`src/design/bprle_pkg.sv`:
```
// Shared types and constants of the bit-packed RLE decoder.
// Used by the register block, controller, datapath and top level.
package bprle_pkg;

  localparam int MAX_PIXELS_DEF  = 65536;
  localparam int GROUP_LANES_DEF = 8;

  localparam int BYTE_W   = 8;
  localparam int WIN_W    = 16;
  localparam int FILL_W   = 5;
  localparam int RUN_W    = 8;
  localparam int BITS_W   = 20;
  localparam int GROUP_W  = 64;
  localparam int COUNT_W  = 4;
  localparam int VBITS_W  = 4;
  localparam int TOTAL_W  = 17;
  localparam int LIMIT_W  = 16;
  localparam int RESN_W   = 5;
  localparam int ADDR_W   = 4;
  localparam int PDATA_W  = 32;
  localparam int OUSER_W  = 5;

  // Results from decoded values allowed in one item; one more is kept for the flush
  localparam logic [RESN_W-1:0] RES_BUDGET = 5'd17;

  // Control field codes
  localparam logic [BYTE_W-1:0] CTRL_NOP = 8'd128;

  // Register indexes (paddr[3:2])
  localparam logic [1:0] REG_VALUE_BITS  = 2'd0;
  localparam logic [1:0] REG_PIXEL_TOTAL = 2'd1;
  localparam logic [1:0] REG_BYTE_LIMIT  = 2'd2;

  typedef enum logic [1:0] {
    PH_CTRL,
    PH_RVAL,
    PH_LIT,
    PH_REP
  } phase_t;

  typedef enum logic {
    ST_IDLE,
    ST_DECODE
  } ctl_state_t;

  typedef struct packed {
    logic [VBITS_W-1:0] value_bits;
    logic [TOTAL_W-1:0] pixel_total;
    logic [LIMIT_W-1:0] control_byte_limit;
  } cfg_t;

  // Controller to datapath
  typedef struct packed {
    logic load;
    logic step;
    logic flush;
  } dp_cmd_t;

  // Datapath to controller
  typedef struct packed {
    logic skip;
    logic stop;
    logic step_push;
    logic flush_need;
    logic out_free;
  } dp_stat_t;

endpackage

```
`src/design/bprle_regs.sv`:
```
// Configuration registers of the bit-packed RLE decoder behind an APB-style port.
// Depends on bprle_pkg.
module bprle_regs (
  input  logic                          clk,
  input  logic                          rst_n,
  input  logic                          cfg_psel,
  input  logic                          cfg_penable,
  input  logic                          cfg_pwrite,
  input  logic [bprle_pkg::ADDR_W-1:0]  cfg_paddr,
  input  logic [bprle_pkg::PDATA_W-1:0] cfg_pwdata,
  output logic [bprle_pkg::PDATA_W-1:0] cfg_prdata,
  output logic                          cfg_pready,
  output bprle_pkg::cfg_t               cfg
);

  bprle_pkg::cfg_t cfg_r;
  bprle_pkg::cfg_t cfg_nxt;
  logic            wr_en;
  logic [1:0]      reg_idx;

  assign cfg_pready = 1'b1;
  assign wr_en      = cfg_psel & cfg_penable & cfg_pwrite;
  assign reg_idx    = cfg_paddr[3:2];
  assign cfg        = cfg_r;

  // Decode the write
  always_comb begin
    cfg_nxt = cfg_r;
    if (wr_en) begin
      case (reg_idx)
        bprle_pkg::REG_VALUE_BITS:
          cfg_nxt.value_bits = cfg_pwdata[bprle_pkg::VBITS_W-1:0];
        bprle_pkg::REG_PIXEL_TOTAL:
          cfg_nxt.pixel_total = cfg_pwdata[bprle_pkg::TOTAL_W-1:0];
        bprle_pkg::REG_BYTE_LIMIT:
          cfg_nxt.control_byte_limit = cfg_pwdata[bprle_pkg::LIMIT_W-1:0];
        default: ;
      endcase
    end
  end

  // Read back
  always_comb begin
    case (reg_idx)
      bprle_pkg::REG_VALUE_BITS:
        cfg_prdata = bprle_pkg::PDATA_W'(cfg_r.value_bits);
      bprle_pkg::REG_PIXEL_TOTAL:
        cfg_prdata = bprle_pkg::PDATA_W'(cfg_r.pixel_total);
      bprle_pkg::REG_BYTE_LIMIT:
        cfg_prdata = bprle_pkg::PDATA_W'(cfg_r.control_byte_limit);
      default:
        cfg_prdata = '0;
    endcase
  end

  always_ff @(posedge clk) begin
    if (!rst_n) begin
      cfg_r.value_bits         <= 4'd8;
      cfg_r.pixel_total        <= 17'd65536;
      cfg_r.control_byte_limit <= 16'd65535;
    end else begin
      cfg_r <= cfg_nxt;
    end
  end

endmodule

```
`src/design/bprle_ctrl.sv`:
```
// Controller of the bit-packed RLE decoder: takes in bytes and sequences decode steps.
// Depends on bprle_pkg.
module bprle_ctrl (
  input  logic                  clk,
  input  logic                  rst_n,
  input  logic                  in_tvalid,
  output logic                  in_tready,
  input  bprle_pkg::dp_stat_t   stat,
  output bprle_pkg::dp_cmd_t    cmd
);

  bprle_pkg::ctl_state_t state_r;
  bprle_pkg::ctl_state_t state_nxt;

  always_ff @(posedge clk) begin
    if (!rst_n) begin
      state_r <= bprle_pkg::ST_IDLE;
    end else begin
      state_r <= state_nxt;
    end
  end

  // Next state and commands
  always_comb begin
    state_nxt = state_r;
    in_tready = 1'b0;
    cmd       = '0;
    case (state_r)
      bprle_pkg::ST_IDLE: begin
        in_tready = 1'b1;
        if (in_tvalid) begin
          cmd.load = 1'b1;
          if (!stat.skip) begin
            state_nxt = bprle_pkg::ST_DECODE;
          end
        end
      end
      bprle_pkg::ST_DECODE: begin
        if (!stat.stop) begin
          // hold a step whose result has nowhere to go
          if (!stat.step_push || stat.out_free) begin
            cmd.step = 1'b1;
          end
        end else if (stat.flush_need) begin
          if (stat.out_free) begin
            cmd.flush = 1'b1;
            state_nxt = bprle_pkg::ST_IDLE;
          end
        end else begin
          state_nxt = bprle_pkg::ST_IDLE;
        end
      end
      default: state_nxt = bprle_pkg::ST_IDLE;
    endcase
  end

endmodule

```
`src/design/bprle_dpath.sv`:
```
// Datapath of the bit-packed RLE decoder: bit window, run state, group packer, output register.
// Depends on bprle_pkg; driven by bprle_ctrl through dp_cmd_t.
module bprle_dpath #(
  parameter int MAX_PIXELS  = bprle_pkg::MAX_PIXELS_DEF,
  parameter int GROUP_LANES = bprle_pkg::GROUP_LANES_DEF
) (
  input  logic                          clk,
  input  logic                          rst_n,
  input  bprle_pkg::cfg_t               cfg,
  input  bprle_pkg::dp_cmd_t            cmd,
  output bprle_pkg::dp_stat_t           stat,
  input  logic [bprle_pkg::BYTE_W-1:0]  in_tdata,
  input  logic [0:0]                    in_tuser,
  input  logic                          in_tlast,
  output logic                          out_tvalid,
  input  logic                          out_tready,
  output logic [bprle_pkg::GROUP_W-1:0] out_tdata,
  output logic [bprle_pkg::OUSER_W-1:0] out_tuser,
  output logic                          out_tlast
);

  localparam int VW = $clog2(MAX_PIXELS + 1);
  localparam int TW = (VW > bprle_pkg::TOTAL_W) ? VW : bprle_pkg::TOTAL_W;
  localparam int W  = bprle_pkg::WIN_W;
  localparam int FW = bprle_pkg::FILL_W;
  localparam int BW = bprle_pkg::BYTE_W;
  localparam int RW = bprle_pkg::RUN_W;
  localparam int CW = bprle_pkg::BITS_W;
  localparam int GW = bprle_pkg::GROUP_W;
  localparam int NW = bprle_pkg::COUNT_W;

  // Decoder state
  logic [W-1:0]            win_r, win_nxt;
  logic [FW-1:0]           fill_r, fill_nxt;
  bprle_pkg::phase_t       phase_r, phase_nxt;
  logic [RW-1:0]           run_r, run_nxt;
  logic [BW-1:0]           held_r, held_nxt;
  logic [CW-1:0]           bits_r, bits_nxt;
  logic [VW-1:0]           done_cnt_r, done_cnt_nxt;
  logic [GW-1:0]           grp_r, grp_nxt;
  logic [NW-1:0]           gfill_r, gfill_nxt;
  logic                    img_done_r, img_done_nxt;
  logic                    end_r, end_nxt;
  logic [bprle_pkg::RESN_W-1:0] resn_r, resn_nxt;

  // Output register
  logic                    ovalid_r, ovalid_nxt;
  logic [GW-1:0]           odata_r, odata_nxt;
  logic [NW-1:0]           ocount_r, ocount_nxt;
  logic                    olast_r, olast_nxt;
  logic                    oshort_r, oshort_nxt;

  // Effective configuration
  logic [bprle_pkg::VBITS_W-1:0] vb;
  logic [TW-1:0]           total;
  logic [TW-1:0]           done_ext;
  logic [TW-1:0]           done_inc;

  // Take unit
  logic [bprle_pkg::VBITS_W-1:0] take_n;
  logic [FW-1:0]           take_sh;
  logic [BW-1:0]           take_mask;
  logic [BW-1:0]           take_v;
  logic [W-1:0]            take_rem;
  logic                    fill_ok;
  logic [CW:0]             bits_sum;
  logic [CW-1:0]           bits_sat;
  logic                    limit_hit;

  // Step decision
  logic                    img_over;
  logic                    push_if_emit;
  logic                    can_emit;
  logic                    stop_c, do_take, do_emit, do_held;
  bprle_pkg::phase_t       phase_c;
  logic [RW-1:0]           run_c;
  logic [BW-1:0]           emit_val;
  logic [GW-1:0]           grp_ins;
  logic [NW-1:0]           gfill_inc;
  logic                    emit_final;
  logic                    emit_push;
  logic                    out_free;

  // Base state for a load, after an optional clear
  logic [W-1:0]            base_win;
  logic [FW-1:0]           base_fill;

  // Clamp the configuration
  assign vb = (cfg.value_bits == '0) ? 4'd1 :
              (cfg.value_bits > 4'd8) ? 4'd8 : cfg.value_bits;
  assign total = (TW'(cfg.pixel_total) > TW'(MAX_PIXELS)) ? TW'(MAX_PIXELS)
                                                         : TW'(cfg.pixel_total);
  assign done_ext = TW'(done_cnt_r);
  assign done_inc = done_ext + TW'(1);
  assign img_over = img_done_r || (done_ext >= total);

  // Take n bits from the top of the window, MSB first
  assign take_n    = (phase_r == bprle_pkg::PH_CTRL) ? 4'd8 : vb;
  assign fill_ok   = fill_r >= FW'(take_n);
  assign take_sh   = fill_r - FW'(take_n);
  assign take_mask = BW'((9'd1 << take_n) - 9'd1);
  assign take_v    = BW'(win_r >> take_sh) & take_mask;
  assign take_rem  = win_r & W'((17'd1 << take_sh) - 17'd1);
  assign bits_sum  = {1'b0, bits_r} + (CW + 1)'(take_n);
  assign bits_sat  = bits_sum[CW] ? {CW{1'b1}} : bits_sum[CW-1:0];
  assign limit_hit = bits_r >= CW'({cfg.control_byte_limit, 3'b000});

  // Result budget check for a value that would close a group
  assign push_if_emit = (gfill_r + NW'(1) >= NW'(GROUP_LANES)) || (done_inc >= total);
  assign can_emit     = !push_if_emit || (resn_r < bprle_pkg::RES_BUDGET);

  // Pick one decode step
  always_comb begin
    stop_c  = 1'b0;
    do_take = 1'b0;
    do_emit = 1'b0;
    do_held = 1'b0;
    phase_c = phase_r;
    run_c   = run_r;
    if (img_over) begin
      stop_c = 1'b1;
    end else begin
      case (phase_r)
        bprle_pkg::PH_REP: begin
          if (run_r == '0) begin
            phase_c = bprle_pkg::PH_CTRL;
          end else if (!can_emit) begin
            stop_c = 1'b1;
          end else begin
            do_emit = 1'b1;
            run_c   = run_r - RW'(1);
          end
        end
        bprle_pkg::PH_CTRL: begin
          if (limit_hit || !fill_ok) begin
            stop_c = 1'b1;
          end else begin
            do_take = 1'b1;
            if (take_v > bprle_pkg::CTRL_NOP) begin
              run_c   = RW'(9'd257 - {1'b0, take_v});
              phase_c = bprle_pkg::PH_RVAL;
            end else if (take_v < bprle_pkg::CTRL_NOP) begin
              run_c   = take_v + RW'(1);
              phase_c = bprle_pkg::PH_LIT;
            end
          end
        end
        bprle_pkg::PH_RVAL: begin
          if (!fill_ok) begin
            stop_c = 1'b1;
          end else begin
            do_take = 1'b1;
            do_held = 1'b1;
            phase_c = bprle_pkg::PH_REP;
          end
        end
        bprle_pkg::PH_LIT: begin
          if (run_r == '0) begin
            phase_c = bprle_pkg::PH_CTRL;
          end else if (!fill_ok || !can_emit) begin
            stop_c = 1'b1;
          end else begin
            do_take = 1'b1;
            do_emit = 1'b1;
            run_c   = run_r - RW'(1);
            if (run_r == RW'(1)) begin
              phase_c = bprle_pkg::PH_CTRL;
            end
          end
        end
        default: stop_c = 1'b1;
      endcase
    end
  end

  // Pack the value into its lane
  assign emit_val   = (phase_r == bprle_pkg::PH_REP) ? held_r : take_v;
  assign grp_ins    = grp_r | (GW'(emit_val) << {gfill_r[2:0], 3'b000});
  assign gfill_inc  = gfill_r + NW'(1);
  assign emit_final = done_inc >= total;
  assign emit_push  = do_emit && push_if_emit;

  assign out_free  = !ovalid_r || out_tready;
  assign base_win  = in_tuser[0] ? '0 : win_r;
  assign base_fill = in_tuser[0] ? '0 : fill_r;

  assign stat.skip       = !in_tuser[0] && img_done_r;
  assign stat.stop       = stop_c;
  assign stat.step_push  = emit_push;
  assign stat.flush_need = end_r && !img_done_r;
  assign stat.out_free   = out_free;

  // Next state
  always_comb begin
    win_nxt      = win_r;
    fill_nxt     = fill_r;
    phase_nxt    = phase_r;
    run_nxt      = run_r;
    held_nxt     = held_r;
    bits_nxt     = bits_r;
    done_cnt_nxt = done_cnt_r;
    grp_nxt      = grp_r;
    gfill_nxt    = gfill_r;
    img_done_nxt = img_done_r;
    end_nxt      = end_r;
    resn_nxt     = resn_r;
    ovalid_nxt   = ovalid_r;
    odata_nxt    = odata_r;
    ocount_nxt   = ocount_r;
    olast_nxt    = olast_r;
    oshort_nxt   = oshort_r;

    // retire the held result once it is taken
    if (ovalid_r && out_tready) begin
      ovalid_nxt = 1'b0;
    end

    // Load a byte, clearing the decoder on stream start
    if (cmd.load) begin
      if (in_tuser[0]) begin
        win_nxt      = '0;
        fill_nxt     = '0;
        phase_nxt    = bprle_pkg::PH_CTRL;
        run_nxt      = '0;
        held_nxt     = '0;
        bits_nxt     = '0;
        done_cnt_nxt = '0;
        grp_nxt      = '0;
        gfill_nxt    = '0;
        img_done_nxt = 1'b0;
      end
      if (!stat.skip) begin
        // drop the byte if the window has no room
        if (base_fill <= FW'(8)) begin
          win_nxt  = {base_win[BW-1:0], in_tdata};
          fill_nxt = base_fill + FW'(8);
        end
        end_nxt  = in_tlast;
        resn_nxt = '0;
      end
    end

    // Advance one decode step
    if (cmd.step) begin
      phase_nxt = phase_c;
      run_nxt   = run_c;
      if (do_take) begin
        win_nxt  = take_rem;
        fill_nxt = take_sh;
        bits_nxt = bits_sat;
      end
      if (do_held) begin
        held_nxt = take_v;
      end
      if (do_emit) begin
        done_cnt_nxt = VW'(done_inc);
        if (push_if_emit) begin
          ovalid_nxt = 1'b1;
          odata_nxt  = grp_ins;
          ocount_nxt = gfill_inc;
          olast_nxt  = emit_final;
          oshort_nxt = 1'b0;
          grp_nxt    = '0;
          gfill_nxt  = '0;
          resn_nxt   = resn_r + bprle_pkg::RESN_W'(1);
          if (emit_final) begin
            img_done_nxt = 1'b1;
          end
        end else begin
          grp_nxt   = grp_ins;
          gfill_nxt = gfill_inc;
        end
      end
    end

    // Flush the partial group at stream end
    if (cmd.flush) begin
      ovalid_nxt   = 1'b1;
      odata_nxt    = grp_r;
      ocount_nxt   = gfill_r;
      olast_nxt    = 1'b1;
      oshort_nxt   = done_ext < total;
      grp_nxt      = '0;
      gfill_nxt    = '0;
      img_done_nxt = 1'b1;
    end
  end

  always_ff @(posedge clk) begin
    if (!rst_n) begin
      win_r      <= '0;
      fill_r     <= '0;
      phase_r    <= bprle_pkg::PH_CTRL;
      run_r      <= '0;
      held_r     <= '0;
      bits_r     <= '0;
      done_cnt_r <= '0;
      grp_r      <= '0;
      gfill_r    <= '0;
      img_done_r <= 1'b0;
      end_r      <= 1'b0;
      resn_r     <= '0;
      ovalid_r   <= 1'b0;
    end else begin
      win_r      <= win_nxt;
      fill_r     <= fill_nxt;
      phase_r    <= phase_nxt;
      run_r      <= run_nxt;
      held_r     <= held_nxt;
      bits_r     <= bits_nxt;
      done_cnt_r <= done_cnt_nxt;
      grp_r      <= grp_nxt;
      gfill_r    <= gfill_nxt;
      img_done_r <= img_done_nxt;
      end_r      <= end_nxt;
      resn_r     <= resn_nxt;
      ovalid_r   <= ovalid_nxt;
    end
  end

  // Result payload
  always_ff @(posedge clk) begin
    odata_r  <= odata_nxt;
    ocount_r <= ocount_nxt;
    olast_r  <= olast_nxt;
    oshort_r <= oshort_nxt;
  end

  assign out_tvalid = ovalid_r;
  assign out_tdata  = odata_r;
  assign out_tuser  = {oshort_r, ocount_r};
  assign out_tlast  = olast_r;

endmodule

```
`src/design/bit_packed_rle_decoder.sv`:
```
// Bit-packed PackBits decoder. Each accepted byte is first loaded into the 16-bit bit
// window; the decoder then runs decode steps (a control field, a repeat value, or one
// emitted value) and a closing step before the next byte is taken. A repeat run emits
// its held value once per step, then takes a further step to return to the next control
// field. The single shared decode step in the datapath sets this order; a stalled result
// register holds it up. Values leave packed up to eight to a transfer.
// Top level: depends on bprle_pkg, bprle_regs, bprle_ctrl and bprle_dpath.
module bit_packed_rle_decoder #(
  parameter int MAX_PIXELS  = bprle_pkg::MAX_PIXELS_DEF,
  parameter int GROUP_LANES = bprle_pkg::GROUP_LANES_DEF
) (
  input  logic                          clk,
  input  logic                          rst_n,
  // input stream
  input  logic                          in_tvalid,
  output logic                          in_tready,
  input  logic [bprle_pkg::BYTE_W-1:0]  in_tdata,   // [7:0] data_byte
  input  logic [0:0]                    in_tuser,   // [0] stream_start
  input  logic                          in_tlast,   // stream_end
  // result stream
  output logic                          out_tvalid,
  input  logic                          out_tready,
  output logic [bprle_pkg::GROUP_W-1:0] out_tdata,  // [63:0] pixel_group
  output logic [bprle_pkg::OUSER_W-1:0] out_tuser,  // [3:0] group_count, [4] stream_short
  output logic                          out_tlast,  // last_group
  // configuration
  input  logic                          cfg_psel,
  input  logic                          cfg_penable,
  input  logic                          cfg_pwrite,
  input  logic [bprle_pkg::ADDR_W-1:0]  cfg_paddr,
  input  logic [bprle_pkg::PDATA_W-1:0] cfg_pwdata,
  output logic [bprle_pkg::PDATA_W-1:0] cfg_prdata,
  output logic                          cfg_pready
);

  bprle_pkg::cfg_t     cfg;
  bprle_pkg::dp_cmd_t  cmd;
  bprle_pkg::dp_stat_t stat;

  bprle_regs u_regs (
    .clk         (clk),
    .rst_n       (rst_n),
    .cfg_psel    (cfg_psel),
    .cfg_penable (cfg_penable),
    .cfg_pwrite  (cfg_pwrite),
    .cfg_paddr   (cfg_paddr),
    .cfg_pwdata  (cfg_pwdata),
    .cfg_prdata  (cfg_prdata),
    .cfg_pready  (cfg_pready),
    .cfg         (cfg)
  );

  bprle_ctrl u_ctrl (
    .clk       (clk),
    .rst_n     (rst_n),
    .in_tvalid (in_tvalid),
    .in_tready (in_tready),
    .stat      (stat),
    .cmd       (cmd)
  );

  bprle_dpath #(
    .MAX_PIXELS  (MAX_PIXELS),
    .GROUP_LANES (GROUP_LANES)
  ) u_dpath (
    .clk        (clk),
    .rst_n      (rst_n),
    .cfg        (cfg),
    .cmd        (cmd),
    .stat       (stat),
    .in_tdata   (in_tdata),
    .in_tuser   (in_tuser),
    .in_tlast   (in_tlast),
    .out_tvalid (out_tvalid),
    .out_tready (out_tready),
    .out_tdata  (out_tdata),
    .out_tuser  (out_tuser),
    .out_tlast  (out_tlast)
  );

endmodule

```
`config.mk`:
```
export PLATFORM = sky130hd
export DESIGN_NAME = bit_packed_rle_decoder
export DESIGN_NICKNAME = d
export VERILOG_FILES = /design/src/design/bprle_pkg.sv /design/src/design/bprle_regs.sv /design/src/design/bprle_ctrl.sv /design/src/design/bprle_dpath.sv /design/src/design/bit_packed_rle_decoder.sv
export SDC_FILE = /design/constraint.sdc
export NUM_CORES = 1
export LEC_CHECK = 0
export BUFFER_PORTS_ARGS = -buffer_cell sky130_fd_sc_hd__buf_4
export CELL_PAD_IN_SITES_DETAIL_PLACEMENT = 0
export CELL_PAD_IN_SITES_GLOBAL_PLACEMENT = 2
export CORE_ASPECT_RATIO = 1.1
export CORE_UTILIZATION = 35
export DETAILED_ROUTE_END_ITERATION = 16
export GPL_ROUTABILITY_DRIVEN = 0
export PLACE_DENSITY_LB_ADDON = 0.25
export SLEW_MARGIN = 20
export SYNTH_ARGS = -nofsm -noshare
export SYNTH_HDL_FRONTEND = slang
export SYNTH_SLANG_ARGS = --single-unit
```
`constraint.sdc`:
```
create_clock -name clk -period 16.6 [get_ports clk]
set_input_delay 2.49 -clock clk [delete_from_list [all_inputs] [get_ports clk]]
set_output_delay 2.49 -clock clk [all_outputs]
set_load 0.05 [all_outputs]
```
==> impl_metrics.ini <==
[status]
outcome = complete, no violations

[floorplan]
core_sq_um = 40200
die-area_sq_um = 41600
start_util_pct = 35.6
fp.dieH_microns = 214
die_w_microns = 195
io_pins = 158
rows = 77

[logic_synthesis]
netlist_instances = 1578
yosys.area_share.simple_pct = 18.5
ys_types = 95
synth_edf_count = 69
synth_ff_type = dfxtp_1
ys_seq_area_share_pct = 41.3
synth_top_family_by_area = compound AO/OA/AOI/OAI gates
synth_xor_area_share_pct = 2.06
syn-cell-area_sq_um = 14300
synth_compound_area_share_pct = 21.8
synth_mux_area_share_pct = 4.29
synth_fa_ha_area_share_pct = 6.85
yosys_warnings = 0
ys_ff_latch = 260
async_flop_share_pct = 0
syn-mean-instance-area_sq_um = 9.06

[route]
wl_microns = 39400
dr_wl_met3_microns = 1260
dr.first_iter.drc_count = 663
wl_per_cell_microns = 18.0
wl_met2_microns = 18100
m1WireLength_microns = 19200
vias = 11800
highest_layer = met4
drtPass1Iterations = 5
ant_nets = 0
drcViolationCount = 0
vias_per_cell = 5.38

[cts]
cts_setup_buffers = 0
htree_levels = 1
tritoncts = done
holdBufCountCts = 0
cts_buffer_depth = 3
ctsRootBufferMaster = clkbuf_16
cts_inserted_buffers = 29
cts.sinks = 260
ctsResizeCount = 0
clkTransAtPathRegs_ns = 0.06
clkLatencyLatePin_ns = 0.58

[timing]
period_minus_slack_ns = 6.68
fmax_ghz = 0.150
setup_viol = 0
hold_viol = 0
tightest_slew_ns = 1.05
setup-tns-final_ns = 0
fin_crit_sh_pct = 40.3
layout_setup_ws_ns = 9.92
rsz0062_at_grt = no
max_slew_margin_pct = 30.3
fin_skew_ns = 0.0238
finalMaxSlewViolations = 0

[worst_setup_path]
rr_endpoint = u_dpath.grp_r[38]
crit_arrival_ns = 7.21
path_delay_family = simple AND/OR/NAND/NOR gates
required_ns = 17.12
crit_start = u_dpath.done_cnt_r[0]
r2r_slack_ns = 9.92
slowest_stage = nand2_1
reg2reg_from = u_dpath.done_cnt_r[0]
path_class = reg2reg
cp-end-kind = flop
startpoint_type = flop
r2r_cells = 19
crit_buf_inv = 1
worstPathCellList = ha_1 > nand3_1 > nor2_1 > and3_1 > and3_1 > and3_1 > and3_1 > xor2_1 > ha_1 > and4_1 > a32oi_1 > nand4b_1 > o21ai_0 > a22oi_2 > o2111ai_2 > nand2_1 > nor3_4 > buf_4 > o21a_1
crit_top_cell = and3_1
cpPeakStageDelay_ns = 0.80
cp_max_fo = 32

[power_and_ir_drop]
vdd_ir_drop_max_uv = 78.6
totalPowerFinal_w = 0.00163
powerDensity_nw_per_um2 = 98.2
power_leakage_nw = 7.26

[worst_hold_path]
hp-start = u_dpath.grp_r[22]
hold_path_end = u_dpath.grp_r[22]
hold_depth = 1
min_path_type = reg2reg

[placement]
dp_slack_ns = 9.93
dpl.hpwl_microns = 28600
placed_cell_area_sq_um = 15600
place_inst = 2133
port_buffers = 124

[global_routing]
overflow = 0
antenna_found_initial = 0
grt_pass1_wl_microns = 63500
grt_usage_pct = 18.7
grt_start_max_net_pins = 70
grt_pass1_vias = 11400

[cells_and_area]
final_cell_count_no_fill = 2187
drive_gt1_share_pct = 14.3
final_area_sq_um = 16600
diodes = 0
fin_nets = 1781
area_growth_pct = 16.3

[run]
cap_violations = 0
placed cells by master, fill, tap and decap left out, types with 7 or more instances in the layout:
master / n
and2_1: 14
or3_1: 8
o21ai_0: 44
xnor2_1: 11
mux2_2: 9
a311oi_1: 10
a21o_1: 77
o211ai_1: 21
xor2_1: 17
nand2_1: 181
and3_1: 23
a22oi_1: 23
mux2i_1: 35
o21a_1: 37
a32o_1: 13
nand4_1: 15
nor4_1: 19
nand2b_1: 15
nand3_1: 47
buf_4: 142
bufinv_16: 7
a21oi_1: 118
clkbuf_16: 29
a22o_1: 18
conb_1: 17
nor3_1: 34
nand3b_1: 16
a31oi_1: 7
nor2b_1: 15
a211oi_1: 16
nor2_1: 130
ha_1: 75
dfxtp_1: 191
edfxtp_1: 69
inv_1: 50
cells by family after synthesis:
group | Yosys count
and+or+nand+nor | 548
AOI/OAI and AO/OA | 440
DFF | 260
buffers and inverters | 169
adders and majority gates | 77
muxes | 51
xor gates and xnor gates | 31
other | 2
cells in the mapped netlist (all sizes together) (45+ instances only):
cell | n | area, sq um
inv | 50 | 188
nand2 | 182 | 683
a21o | 77 | 578
nand3 | 48 | 245
o21ai | 47 | 239
dfxtp | 191 | 3820
edfxtp | 69 | 2070
clkbuf | 70 | 264
buf | 45 | 272
nor2 | 131 | 494
ha | 75 | 938
a21oi | 119 | 599
cell type report:
class,count,area [sq um]
inverter,54,203
clock buffer,36,782
fill,3960,23600
tap,513,642
clock inverter,18,279
multi-input combinational,1164,7750
sequential,260,5900
timing repair buffer,142,1070
layer usage:
layer  up-vias  GRT usage [%]
li1       5857              -
met1      5658           25.9
met2       208           31.1
met3        47           2.08
met4         0           4.58
met5         -              0
power by group:
part / internal, W / leakage, nW / switching, W / total (W)
sequential: 0.000662 / 2.21 / 0.0000135 / 0.000675
clock: 0.000443 / 0.521 / 0.000272 / 0.000715
combinational: 0.0000743 / 4.52 / 0.000167 / 0.000242
metrics by stage:
step,util [%],hold slack [ns]
finish,41.4,0.467
global route,41.4,0.485
CTS,41.4,0.471
detailed placement,38.7,0.456
global placement,38.7,0.448
floorplan,-,0.439
how the worst max path moves through the flow:
stage                     depth (start not counted)  slack [ns]           endpoint
after floorplan                                   3       10.12      cfg_prdata[0]
after global placement                            5        9.93      cfg_prdata[0]
after detailed placement                         19        9.93  u_dpath.grp_r[25]
after CTS                                        19        9.92  u_dpath.grp_r[38]
after global routing                             19        9.29  u_dpath.grp_r[25]
final                                            19        9.92  u_dpath.grp_r[38]
flip-flops by register name (all words and copies together), names as in the netlist:
signal / flops
u_dpath.grp_r: 64
u_regs.cfg: 37
u_dpath.run_r: 8
u_ctrl.state_r: 1
u_dpath.img_done_r: 1
u_dpath.gfill_r: 4
u_dpath.fill_r: 5
u_dpath.bits_r: 20
u_dpath.done_cnt_r: 17
u_dpath.resn_r: 5
u_dpath.end_r: 1
u_dpath.out_tlast: 1
u_dpath.phase_r: 2
u_dpath.out_tdata: 64
u_dpath.oshort_r: 1
u_dpath.out_tvalid: 1
u_dpath.win_r: 16
u_dpath.ocount_r: 4
u_dpath.held_r: 8
Power figures use the tool's default switching activity.
